File: src/hdl/uapq_pkg.sv
// Shared types and constants of the unsorted array priority queue.
package uapq_pkg;

    localparam int CAPACITY = 1024;
    localparam int ADDR_W = $clog2(CAPACITY);
    localparam int CNT_W = $clog2(CAPACITY + 1);

    localparam logic signed [7:0] MIN_BOUND = 8'sd123;
    localparam logic signed [7:0] MAX_BOUND = 8'sd64;

    typedef enum logic [1:0] {
        MODE_ENQ   = 2'd0,
        MODE_DEQ   = 2'd1,
        MODE_FIND  = 2'd2,
        MODE_CLEAR = 2'd3
    } mode_t;

    typedef enum logic [1:0] {
        ST_DONE  = 2'd0,
        ST_FULL  = 2'd1,
        ST_EMPTY = 2'd2
    } status_t;

    typedef enum logic [1:0] {
        S_IDLE,
        S_COMPACT,
        S_SCAN,
        S_DONE
    } state_t;

    typedef struct packed {
        logic signed [7:0]  value;
        logic signed [15:0] pri;
    } entry_t;

    typedef struct packed {
        logic [1:0]         mode;
        logic signed [7:0]  value;
        logic signed [15:0] priority_req;
    } req_t;

    typedef struct packed {
        logic [1:0]         status;
        logic [10:0]        count;
        logic               best_valid;
        logic signed [7:0]  best_value;
        logic signed [15:0] best_priority;
        logic signed [7:0]  min_value;
        logic signed [7:0]  max_value;
        logic               found;
        logic [9:0]         found_index;
    } rsp_t;

    typedef struct packed {
        logic [ADDR_W-1:0]  best_pos;
        logic               best_valid;
        logic signed [7:0]  best_value;
        logic signed [15:0] best_pri;
        logic signed [7:0]  min_value;
        logic signed [7:0]  max_value;
        logic               found;
        logic [ADDR_W-1:0]  found_index;
    } scan_res_t;

endpackage

File: src/hdl/uapq_scan.sv
// Scan accumulator that tracks the best entry, the bounded minimum and maximum and the find hit.
module uapq_scan (
    input  logic                          clk,
    input  logic                          rst_n,
    input  logic                          clear,
    input  logic                          beat,
    input  uapq_pkg::entry_t              entry,
    input  logic [uapq_pkg::ADDR_W-1:0]   index,
    input  logic signed [7:0]             target,
    output uapq_pkg::scan_res_t           res
);

    logic                          have_reg, have_next;
    logic [uapq_pkg::ADDR_W-1:0]   pos_reg, pos_next;
    logic signed [7:0]             bval_reg, bval_next;
    logic signed [15:0]            bpri_reg, bpri_next;
    logic signed [7:0]             min_reg, min_next;
    logic signed [7:0]             max_reg, max_next;
    logic                          min_hit_reg, min_hit_next;
    logic                          max_hit_reg, max_hit_next;
    logic                          found_reg, found_next;
    logic [uapq_pkg::ADDR_W-1:0]   fidx_reg, fidx_next;
    logic                          better;

    always_comb
    begin
        better = !have_reg || (entry.pri > bpri_reg) ||
                 ((entry.pri == bpri_reg) && (entry.value > bval_reg));
        have_next    = have_reg;
        pos_next     = pos_reg;
        bval_next    = bval_reg;
        bpri_next    = bpri_reg;
        min_next     = min_reg;
        max_next     = max_reg;
        min_hit_next = min_hit_reg;
        max_hit_next = max_hit_reg;
        found_next   = found_reg;
        fidx_next    = fidx_reg;
        if (clear)
        begin
            have_next    = 1'b0;
            pos_next     = '0;
            bval_next    = '0;
            bpri_next    = '0;
            min_next     = uapq_pkg::MIN_BOUND;
            max_next     = uapq_pkg::MAX_BOUND;
            min_hit_next = 1'b0;
            max_hit_next = 1'b0;
            found_next   = 1'b0;
            fidx_next    = '0;
        end
        else if (beat)
        begin
            if (better)
            begin
                have_next = 1'b1;
                pos_next  = index;
                bval_next = entry.value;
                bpri_next = entry.pri;
            end
            if (entry.value < min_reg)
            begin
                min_next     = entry.value;
                min_hit_next = 1'b1;
            end
            if (entry.value > max_reg)
            begin
                max_next     = entry.value;
                max_hit_next = 1'b1;
            end
            if (entry.value == target)
            begin
                found_next = 1'b1;
                fidx_next  = index;
            end
        end
    end

    always_ff @(posedge clk or negedge rst_n)
    begin
        if (!rst_n)
        begin
            have_reg    <= 1'b0;
            pos_reg     <= '0;
            bval_reg    <= '0;
            bpri_reg    <= '0;
            min_reg     <= uapq_pkg::MIN_BOUND;
            max_reg     <= uapq_pkg::MAX_BOUND;
            min_hit_reg <= 1'b0;
            max_hit_reg <= 1'b0;
            found_reg   <= 1'b0;
            fidx_reg    <= '0;
        end
        else
        begin
            have_reg    <= have_next;
            pos_reg     <= pos_next;
            bval_reg    <= bval_next;
            bpri_reg    <= bpri_next;
            min_reg     <= min_next;
            max_reg     <= max_next;
            min_hit_reg <= min_hit_next;
            max_hit_reg <= max_hit_next;
            found_reg   <= found_next;
            fidx_reg    <= fidx_next;
        end
    end

    always_comb
    begin
        res.best_pos    = pos_reg;
        res.best_valid  = have_reg;
        res.best_value  = bval_reg;
        res.best_pri    = bpri_reg;
        res.min_value   = min_hit_reg ? min_reg : 8'sd0;
        res.max_value   = max_hit_reg ? max_reg : 8'sd0;
        res.found       = found_reg;
        res.found_index = fidx_reg;
    end

endmodule

File: config.mk
export PLATFORM = sky130hd
export DESIGN_NAME = uapq_scan
export DESIGN_NICKNAME = d
export VERILOG_FILES = /design/src/hdl/uapq_pkg.sv /design/src/hdl/uapq_scan.sv
export SDC_FILE = /design/constraint.sdc
export NUM_CORES = 1
export LEC_CHECK = 0
export ABC_AREA = 1
export BUFFER_PORTS_ARGS = -buffer_cell sky130_fd_sc_hd__buf_2
export CELL_PAD_IN_SITES_DETAIL_PLACEMENT = 1
export CELL_PAD_IN_SITES_GLOBAL_PLACEMENT = 1
export CORE_MARGIN = 1.5
export CORE_UTILIZATION = 39
export CTS_CLUSTER_SIZE = 10
export DETAILED_ROUTE_END_ITERATION = 10
export GPL_ROUTABILITY_DRIVEN = 1
export HOLD_SLACK_MARGIN = 0.03
export PLACE_DENSITY = 0.84
export SLEW_MARGIN = 10
export SYNTH_ARGS = -nofsm -noshare
export SYNTH_HDL_FRONTEND = slang
export SYNTH_SLANG_ARGS = --single-unit
File: constraint.sdc
create_clock -name clk -period 3.4 [get_ports clk]
set_input_delay 0.51 -clock clk [delete_from_list [all_inputs] [get_ports clk]]
set_output_delay 0.51 -clock clk [all_outputs]
set_load 0.03 [all_outputs]
==> impl_metrics.toml, run 1 <==
[yosys]
synth.most_common_cell = "nand2_1"
ys_seq_area_share_pct = 38.5
ys_top_cells_by_area = "dfrtp_1 (34%), nand2_1 (14%), ha_1 (12%)"
synth_seq_cells = 64
synthArstFlopShare_pct = 100
synth-main-ff-cell = "dfrtp_1"
synth_top_cell_by_area = "dfrtp_1"
postSynthAreaPerCell_um2 = 7.37
netlist_area_um2 = 4180
yosys.area.top_type_share_pct = 34.1
ys.warnings.count = 0
synth_edf_count = 0
syn_inst = 567
synth_commonest_cells = "nand2_1 (159), inv_1 (106), dfrtp_1 (57)"
syn_nets = 652
synth_cell_type_count = 35

[power]
total_power_mw = 2.15
power_density_nw_per_um2 = 433
ir_drop_uv = 212
leakage_nw = 3.04

[die]
io_pins = 108
die_h_um = 107
die-width_um = 107
die_area_um2 = 11300
start_util_pct = 40.3
num_rows = 37
core-area_um2 = 10400

[grt]
grt_use_total_pct = 23.2
grt_max_degree = 36
grt_pass1_vias = 4210
grt_first_pass_wirelength_um = 20500
grt_overflow = 0
antenna_found_initial = 0

[routing]
route.detailed.drc = 0
ant_nets = 0
drt-initial-drc-count = 163
via_per_inst = 4.97
first_pass_iters = 5
routed_wl_um = 12700
vias = 4017
wl_per_cell_um = 15.6

[sta]
hold_viol = 0
rsz0062_at_grt = "no"
slew_violations = 0
fin_crit_ns = 2.48
setup_viol_count_final = 0
post-route-period-util_pct = 73.0
tns_ns = 0
max_freq_mhz = 403
tightest_slew_ns = 0.749
slew_headroom_pct = 50.0
fin_skew_ns = 0.0126

[worst_setup_path]
crit_family = "simple AND/OR/NAND/NOR gates"
cp_data_required_time_ns = 3.62
cp.arrival_ns = 2.70
slowest_stage = "dfrtp_1"
path_cells = "inv_1, ha_1, nand2_2, nor3_2, nand2_1, nor2_2, a21oi_2, nand2_4, nand2_4, nand2_1, nand2_1"
path_common_cell = "nand2_1"
crit_path_end_kind = "flop"
worstPathMaxFanout = 35
r2r_slack_ns = 0.92
worstSetupPathType = "flop to flop"
cp_slowest_stage_delay_ns = 0.41
cp_num_buf_inv = 1
cp-start-kind = "flop"

[placement]
hpwlAfterDp_um = 9630
gp_congestion = 0.814
port_buffers = 107

[finish]
syn_to_final_growth_pct = 18.6
largest_reg_flops = 16
final_layout_size_suffix_gt1_share_pct = 23.6
nets = 753
diodes = 0
fill_cells = 1408

[min_path]
hold_path_class = "primary input to flop"

[clock_network]
clkLatencyLatePin_ns = 0.35
clk_pin_slew_worst_paths_ns = 0.08
post_cts_resized = 0
htreeDepth = 3
ctsRootBufferMaster = "clkbuf_8"
cts_max_path_buffers = 2
cts.sinks = 64
cts_buffers = 9
cts_tree = "yes"

[job]
drv_cap = 0

[run_status]
outcome = "complete, no violations"
## through the flow
step	setup slack (ns)	utilization (%)	area, µm²	hold slack, ns	instances
global placement	0.838	46.1	4780	0.389	792
global route	0.663	47.8	4960	0.442	809
floorplan	1.43	-	4180	0.214	567
finish	0.917	47.8	4960	0.420	809
CTS	0.910	47.8	4950	0.418	809
detailed placement	0.703	46.1	4780	0.393	792
## cells in the final DEF (no fill, tap or decap), drive strengths merged
master,n
or2,3
a21o,1
ha,39
clkinvlp,1
dlygate4sd3,1
inv,107
nor2,41
o22ai,1
nor3,4
clkinv,2
nand3,55
a21oi,17
dfrtp,57
nand2,174
nand4,10
xnor2,1
nor4,2
buf,111
clkbuf,13
xor2,3
o21a,1
o21bai,1
o21ai,20
o211ai,1
dfstp,7
## power by group
part / leakage, nW / switching [mW] / internal (mW)
combinational: 2.14 / 0.446 / 0.207
clock: 0.0834 / 0.296 / 0.283
sequential: 0.818 / 0.0679 / 0.846
## cell type report
type	instances	area, µm²	share of cell area, %
Timing Repair Buffer	112	576	11.6
Sequential cell	64	1610	32.5
Tap cell	136	170	3.43
Inverter	107	402	8.10
Multi-Input combinational cell	374	2030	41.0
Clock buffer	13	149	3.00
Clock inverter	3	17.5	0.353
## tightest hold or removal path: stages
cell	delay, ns
buf_2	0.11
o21ai_0	0.07
nand2_1	0.05
## worst paths after layout
kind / from / to / depth (start not counted)
worst max-delay path: bpri_reg[14] / bpri_reg[0] / 11
worst min-delay path: entry[16] / min_reg[0] / 3
worst max register to register: bpri_reg[14] / bpri_reg[0] / 11
worst min register to register: pos_reg[0] / pos_reg[0] / 2
max in group asynchronous: rst_n / min_reg[6] / 3
min in group asynchronous: rst_n / bval_reg[6] / 2
## cells by family after synthesis
kind of cell | share of synthesized area [%]
AOI/OAI and AO/OA | 5.48
buffers and inverters | 12.9
DFF | 38.5
adders and majority gates | 11.7
and+or+nand+nor | 30.6
xor gates and xnor gates | 0.838
## routing by layer
metal	wire length [µm]	global-route usage [%]
met5	0	0
met4	250	7.24
met3	559	4.23
met2	6510	41.5
met1	5340	28.2
## what timing repair did
item / CTS / global route
endpoints found under the hold margin: 1 / 0
hold buffers: 1 / 0
buffers inserted: 0 / 0
(Power assumes the default switching activity.)
==> inputs of run 2 (changes only) <==
--- a/config.mk
+++ b/config.mk
@@ -10,12 +10,12 @@
 export CELL_PAD_IN_SITES_DETAIL_PLACEMENT = 1
 export CELL_PAD_IN_SITES_GLOBAL_PLACEMENT = 1
 export CORE_MARGIN = 1.5
-export CORE_UTILIZATION = 39
+export CORE_UTILIZATION = 34
 export CTS_CLUSTER_SIZE = 10
 export DETAILED_ROUTE_END_ITERATION = 10
 export GPL_ROUTABILITY_DRIVEN = 1
 export HOLD_SLACK_MARGIN = 0.03
-export PLACE_DENSITY = 0.84
+export PLACE_DENSITY = 0.78
 export SLEW_MARGIN = 10
 export SYNTH_ARGS = -nofsm -noshare
 export SYNTH_HDL_FRONTEND = slang
==> constraint.sdc (replaced) <==
create_clock -name clk -period 2.1 [get_ports clk]
set_input_delay 0.315 -clock clk [delete_from_list [all_inputs] [get_ports clk]]
set_output_delay 0.315 -clock clk [all_outputs]
set_load 0.03 [all_outputs]
==> impl_metrics.toml, run 2 (synthesized netlist as in run 1, its figures left out) <==
[grt]
grtUsageMet1_pct = 24.9
grt_use_total_pct = 21.0
grt_first_pass_wirelength_um = 21300
grt.met3_usage_pct = 4.25
grt.met2_usage_pct = 38.8
grt_pass1_vias = 4308
grt_max_degree = 35
grt_overflow = 0
antenna_found_initial = 0
top_usage_layer = "met2"

[sta]
tightest_slew_ns = 1.08
max_freq_mhz = 480
whs_ns = 0.0334
slew_headroom_pct = 27.7
rsz0062_at_grt = "yes"
tns_ns = 0
slew_violations = 0
hold_viol = 0
fin_skew_ns = 0.00949
fin_crit_ns = 2.08
post-route-period-util_pct = 99.3
setup_viol_count_final = 0
fin_ws_ns = 0.0151

[routing]
first_pass_iters = 4
ant_nets = 0
wl_per_cell_um = 16.9
via_per_inst = 5.01
route.detailed.drc = 0
routed_wl_um = 14500
drt-initial-drc-count = 143
vias = 4286

[finish]
instances_no_fill = 856
nets = 789
stdcell_area_um2 = 5750
final_layout_size_suffix_gt1_share_pct = 35.0
fill_cells = 1530
syn_to_final_growth_pct = 37.5
final_cell_mix = "nand2_1 (138), buf_2 (107), inv_1 (101)"
largest_reg_flops = 16
final_common_cell = "nand2_1"
diodes = 0

[clock_network]
cts.hold.buffers_added = 0
clkLatencyLatePin_ns = 0.34
cts_max_path_buffers = 2
htreeDepth = 3
cts_buffers = 9
cts.sinks = 64
clk_pin_slew_worst_paths_ns = 0.05
cts_tree = "yes"
ctsRootBufferMaster = "clkbuf_16"

[run_status]
outcome = "complete, no violations"

[worst_setup_path]
cp_data_required_time_ns = 2.32
r2r_start = "bval_reg[3]"
cp.arrival_ns = 2.30
cp-start-kind = "flop"
cp_slowest_stage_delay_ns = 0.38
reg2reg_to = "bval_reg[2]"
r2r_slack_ns = 0.02
cp_num_buf_inv = 3
crit_path_end_kind = "flop"
slowest_stage = "dfrtp_1"
worstSetupPathType = "flop to flop"
ff2ff_path_depth = 12
crit_family = "simple AND/OR/NAND/NOR gates"
path_cells = "inv_2, ha_4, nand2_2, inv_2, nand3_1, o22ai_1, nor2_2, a21oi_4, nand2_8, clkbuf_16, nand3_1, nand2_1"
worstPathMaxFanout = 5

[min_path]
hold_path_class = "primary input to asynchronous set/reset pin"

[job]
drv_cap = 0

[die]
io_pins = 108
die_h_um = 114
core-area_um2 = 12000
start_util_pct = 34.8
die-width_um = 114
die_area_um2 = 13000
num_rows = 40

[placement]
port_buffers = 107
placed_area_um2 = 4940
placedCellCount = 821
pre_cts_ws_ns = -0.239
hpwlAfterDp_um = 10200
gp_congestion = 0.839

[power]
leakage_nw = 3.35
ir_drop_uv = 285
power_density_nw_per_um2 = 744
-- run 2: power breakdown --
group | internal, mW | switching [mW]
registers | 1.37 | 0.105
logic | 0.456 | 0.833
clock network | 0.918 | 0.592
total | 2.74 | 1.53
-- run 2: per-layer routing --
metal / wire length (µm) / share of wire [%]
met1: 6020 / 42
met4: 243 / 1.7
met3: 519 / 3.6
met2: 7710 / 53
met5: 0 / 0
-- run 2: metrics by stage --
step	util [%]	total power, mW
3_3_place_gp	41.1	2.55
6_report	47.8	4.27
3_5_place_dp	41.1	2.60
2_1_floorplan	-	2.20
5_1_grt	47.8	4.49
4_1_cts	43.7	4.13
-- run 2: worst max path at each step --
stage / start / end / slack (ns) / depth (start not counted)
after floorplan: bpri_reg[15] / bval_reg[0] / 0.13 / 14
after global placement: entry[23] / fidx_reg[9] / -0.04 / 7
after detailed placement: entry[23] / fidx_reg[3] / -0.24 / 7
after CTS: bval_reg[3] / bval_reg[4] / 0.007 / 15
after global routing: bpri_reg[15] / pos_reg[5] / -0.10 / 13
final: bval_reg[3] / bval_reg[2] / 0.02 / 12
-- run 2: final cells by class --
type,count,area (µm²),area share (%)
clock inverters,7,72.6,1.26
repair buffers,143,882,15.4
flip-flops and latches,64,1610,28.0
clock buffers,9,225,3.92
multi-input cells,379,2370,41.2
well taps,147,184,3.20
inverters,107,402,6.99
-- run 2: repair_timing --
item                                    4_1_cts  5_1_grt
setup buffers                                 0       11
hold endpoints to repair                      0        0
cloned                                        0        8
endpoints found under the setup margin       34       38
gates resized for setup                       1       62
pin swaps                                     0        9
==> inputs of run 3 (changes only) <==
--- a/config.mk
+++ b/config.mk
@@ -9,11 +9,13 @@
 export BUFFER_PORTS_ARGS = -buffer_cell sky130_fd_sc_hd__buf_2
 export CELL_PAD_IN_SITES_DETAIL_PLACEMENT = 1
 export CELL_PAD_IN_SITES_GLOBAL_PLACEMENT = 1
+export CORE_ASPECT_RATIO = 0.7
 export CORE_MARGIN = 1.5
 export CORE_UTILIZATION = 34
+export CTS_BUF_LIST = sky130_fd_sc_hd__clkbuf_8 sky130_fd_sc_hd__clkbuf_16
 export CTS_CLUSTER_SIZE = 10
 export DETAILED_ROUTE_END_ITERATION = 10
-export GPL_ROUTABILITY_DRIVEN = 1
+export GPL_ROUTABILITY_DRIVEN = 0
 export HOLD_SLACK_MARGIN = 0.03
 export PLACE_DENSITY = 0.78
 export SLEW_MARGIN = 10
==> impl_metrics.toml, run 3 (synthesized netlist as in run 1, its figures left out) <==
[sta]
setup_viol_count_final = 0
tightest_slew_ns = 0.397
whs_ns = 0.262
max_freq_mhz = 497
slew_headroom_pct = 73.3
hold_viol = 0
tns_ns = 0
rsz0062_at_grt = "yes"
slew_violations = 0
post-route-period-util_pct = 95.9
fin_crit_ns = 2.01
fin_skew_ns = 0.00589
fin_ws_ns = 0.0865

[grt]
grt_max_degree = 65
antenna_found_initial = 1
grt_first_pass_wirelength_um = 21400
grt_pass1_vias = 4376
grt_use_total_pct = 21.3
grt_overflow = 0

[power]
power_density_nw_per_um2 = 746
total_power_mw = 4.04
leakage_nw = 3.26
ir_drop_uv = 357

[worst_setup_path]
crit_family = "simple AND/OR/NAND/NOR gates"
cp_data_required_time_ns = 2.32
path_common_cell = "nand2_1"
cp.arrival_ns = 2.23
cp_slowest_stage_delay_ns = 0.37
worstPathMaxFanout = 13
startpoint = "bpri_reg[10]"
worstSetupPathType = "flop to flop"
crit_path_end_kind = "flop"
cp-start-kind = "flop"
path_cells = "inv_1, ha_1, nand4_1, nor3_2, nand2_1, nand3_1, nand3_2, nand2_4, nand2_4, clkbuf_16, nand2_1, nand2_1"
slowest_stage = "dfrtp_1"
r2r_start = "bpri_reg[10]"
cp_num_buf_inv = 2

[routing]
wl_per_cell_um = 15.7
via_per_inst = 4.85
route.detailed.drc = 0
ant_nets = 0
drt-initial-drc-count = 145
first_pass_iters = 4
routed_wl_um = 13500
vias = 4173

[die]
start_util_pct = 35.3
die_h_um = 95.8
core-area_um2 = 11900
die_area_um2 = 13000
die-width_um = 136
io_pins = 108
num_rows = 33

[clock_network]
cts_buffers = 9
clkLatencyLatePin_ns = 0.33
clk_pin_slew_worst_paths_ns = 0.06
cts_max_path_buffers = 2
cts_tree = "yes"
cts.sinks = 64
ctsRootBufferMaster = "clkbuf_16"
htreeDepth = 3

[finish]
syn_to_final_growth_pct = 29.8
final_common_cell = "nand2_1"
final_layout_size_suffix_gt1_share_pct = 28.4
diodes = 0
largest_reg_flops = 16
final_cell_mix = "nand2_1 (155), buf_2 (107), inv_1 (105)"
nets = 784

[job]
drv_cap = 0

[min_path]
min_from = "entry[16]"
hold_path_class = "primary input to flop"

[run_status]
outcome = "complete, no violations"

[placement]
pre_cts_ws_ns = 0.0637
hpwlAfterDp_um = 9800
port_buffers = 107
## run 3: cell count changes in the layout (fill, tap and decap cells not counted), moves of 4 or more
cell	previous run	this run
nand2_1	138	155
nand2_8	4	0
ha_1	32	38
ha_4	7	1
inv_2	6	2
nand3_2	16	3
nand2_2	33	16
nand3_1	38	51
inv_1	101	105
## run 3: layout make-up
type,count,area (µm²)
flip-flops and latches,64,1610
repair buffers,143,867
multi-input cells,374,2070
inverters,107,402
fillers,1536,6430
clock inverters,7,48.8
clock buffers,9,225
well taps,157,196
## run 3: what timing repair did
item                                    in CTS  in global routing
endpoints found under the setup margin       0                 46
endpoints found under the hold margin       57                  0
setup buffers                                0                 18
resized for setup                            0                 11
hold buffers                                 1                  0
## run 3: routing by layer
metal  up-vias  part of all wire, %  global-route usage (%)
met1      2036                   46                    26.5
li1       2027                    -                       -
met2        90                   48                    37.2
met5         -                0.052                       0
met4         2                  1.1                    4.66
met3        18                  5.4                    5.79
## run 3: path summary, 6_finish.rpt
| path | end | slack [ns] | cells after the start |
|---|---|---|---|
| min in group asynchronous | bpri_reg[2] | 0.53 | 3 |
| hold reg to reg | pos_reg[9] | 0.48 | 2 |
| setup reg to reg | pos_reg[2] | 0.09 | 12 |
| setup / recovery | pos_reg[2] | 0.09 | 12 |
| max in group asynchronous | min_reg[4] | 1.23 | 3 |
| hold / removal | min_reg[0] | 0.26 | 3 |
## run 3: worst reg2reg max path, delay by kind of cell (launching register included)
kind	cells	cell delay, ns
adders and majority gates	1	0.30
buffers and inverters	2	0.24
DFF	1	0.37
and+or+nand+nor	9	0.98
## run 3: stage by stage
step | instances | instance area, µm² | util (%)
global route | 861 | 5420 | 45.8
global placement | 825 | 4930 | 41.6
CTS | 842 | 5220 | 44.0
detailed placement | 825 | 4930 | 41.6
floorplan | 567 | 4180 | -
finish | 861 | 5420 | 45.8
## run 3: where the power goes
part | switching, mW | total [mW] | internal [mW]
sequential | 0.105 | 1.48 | 1.37
clock | 0.591 | 1.39 | 0.795
combinational | 0.764 | 1.18 | 0.417
total | 1.46 | 4.04 | 2.58
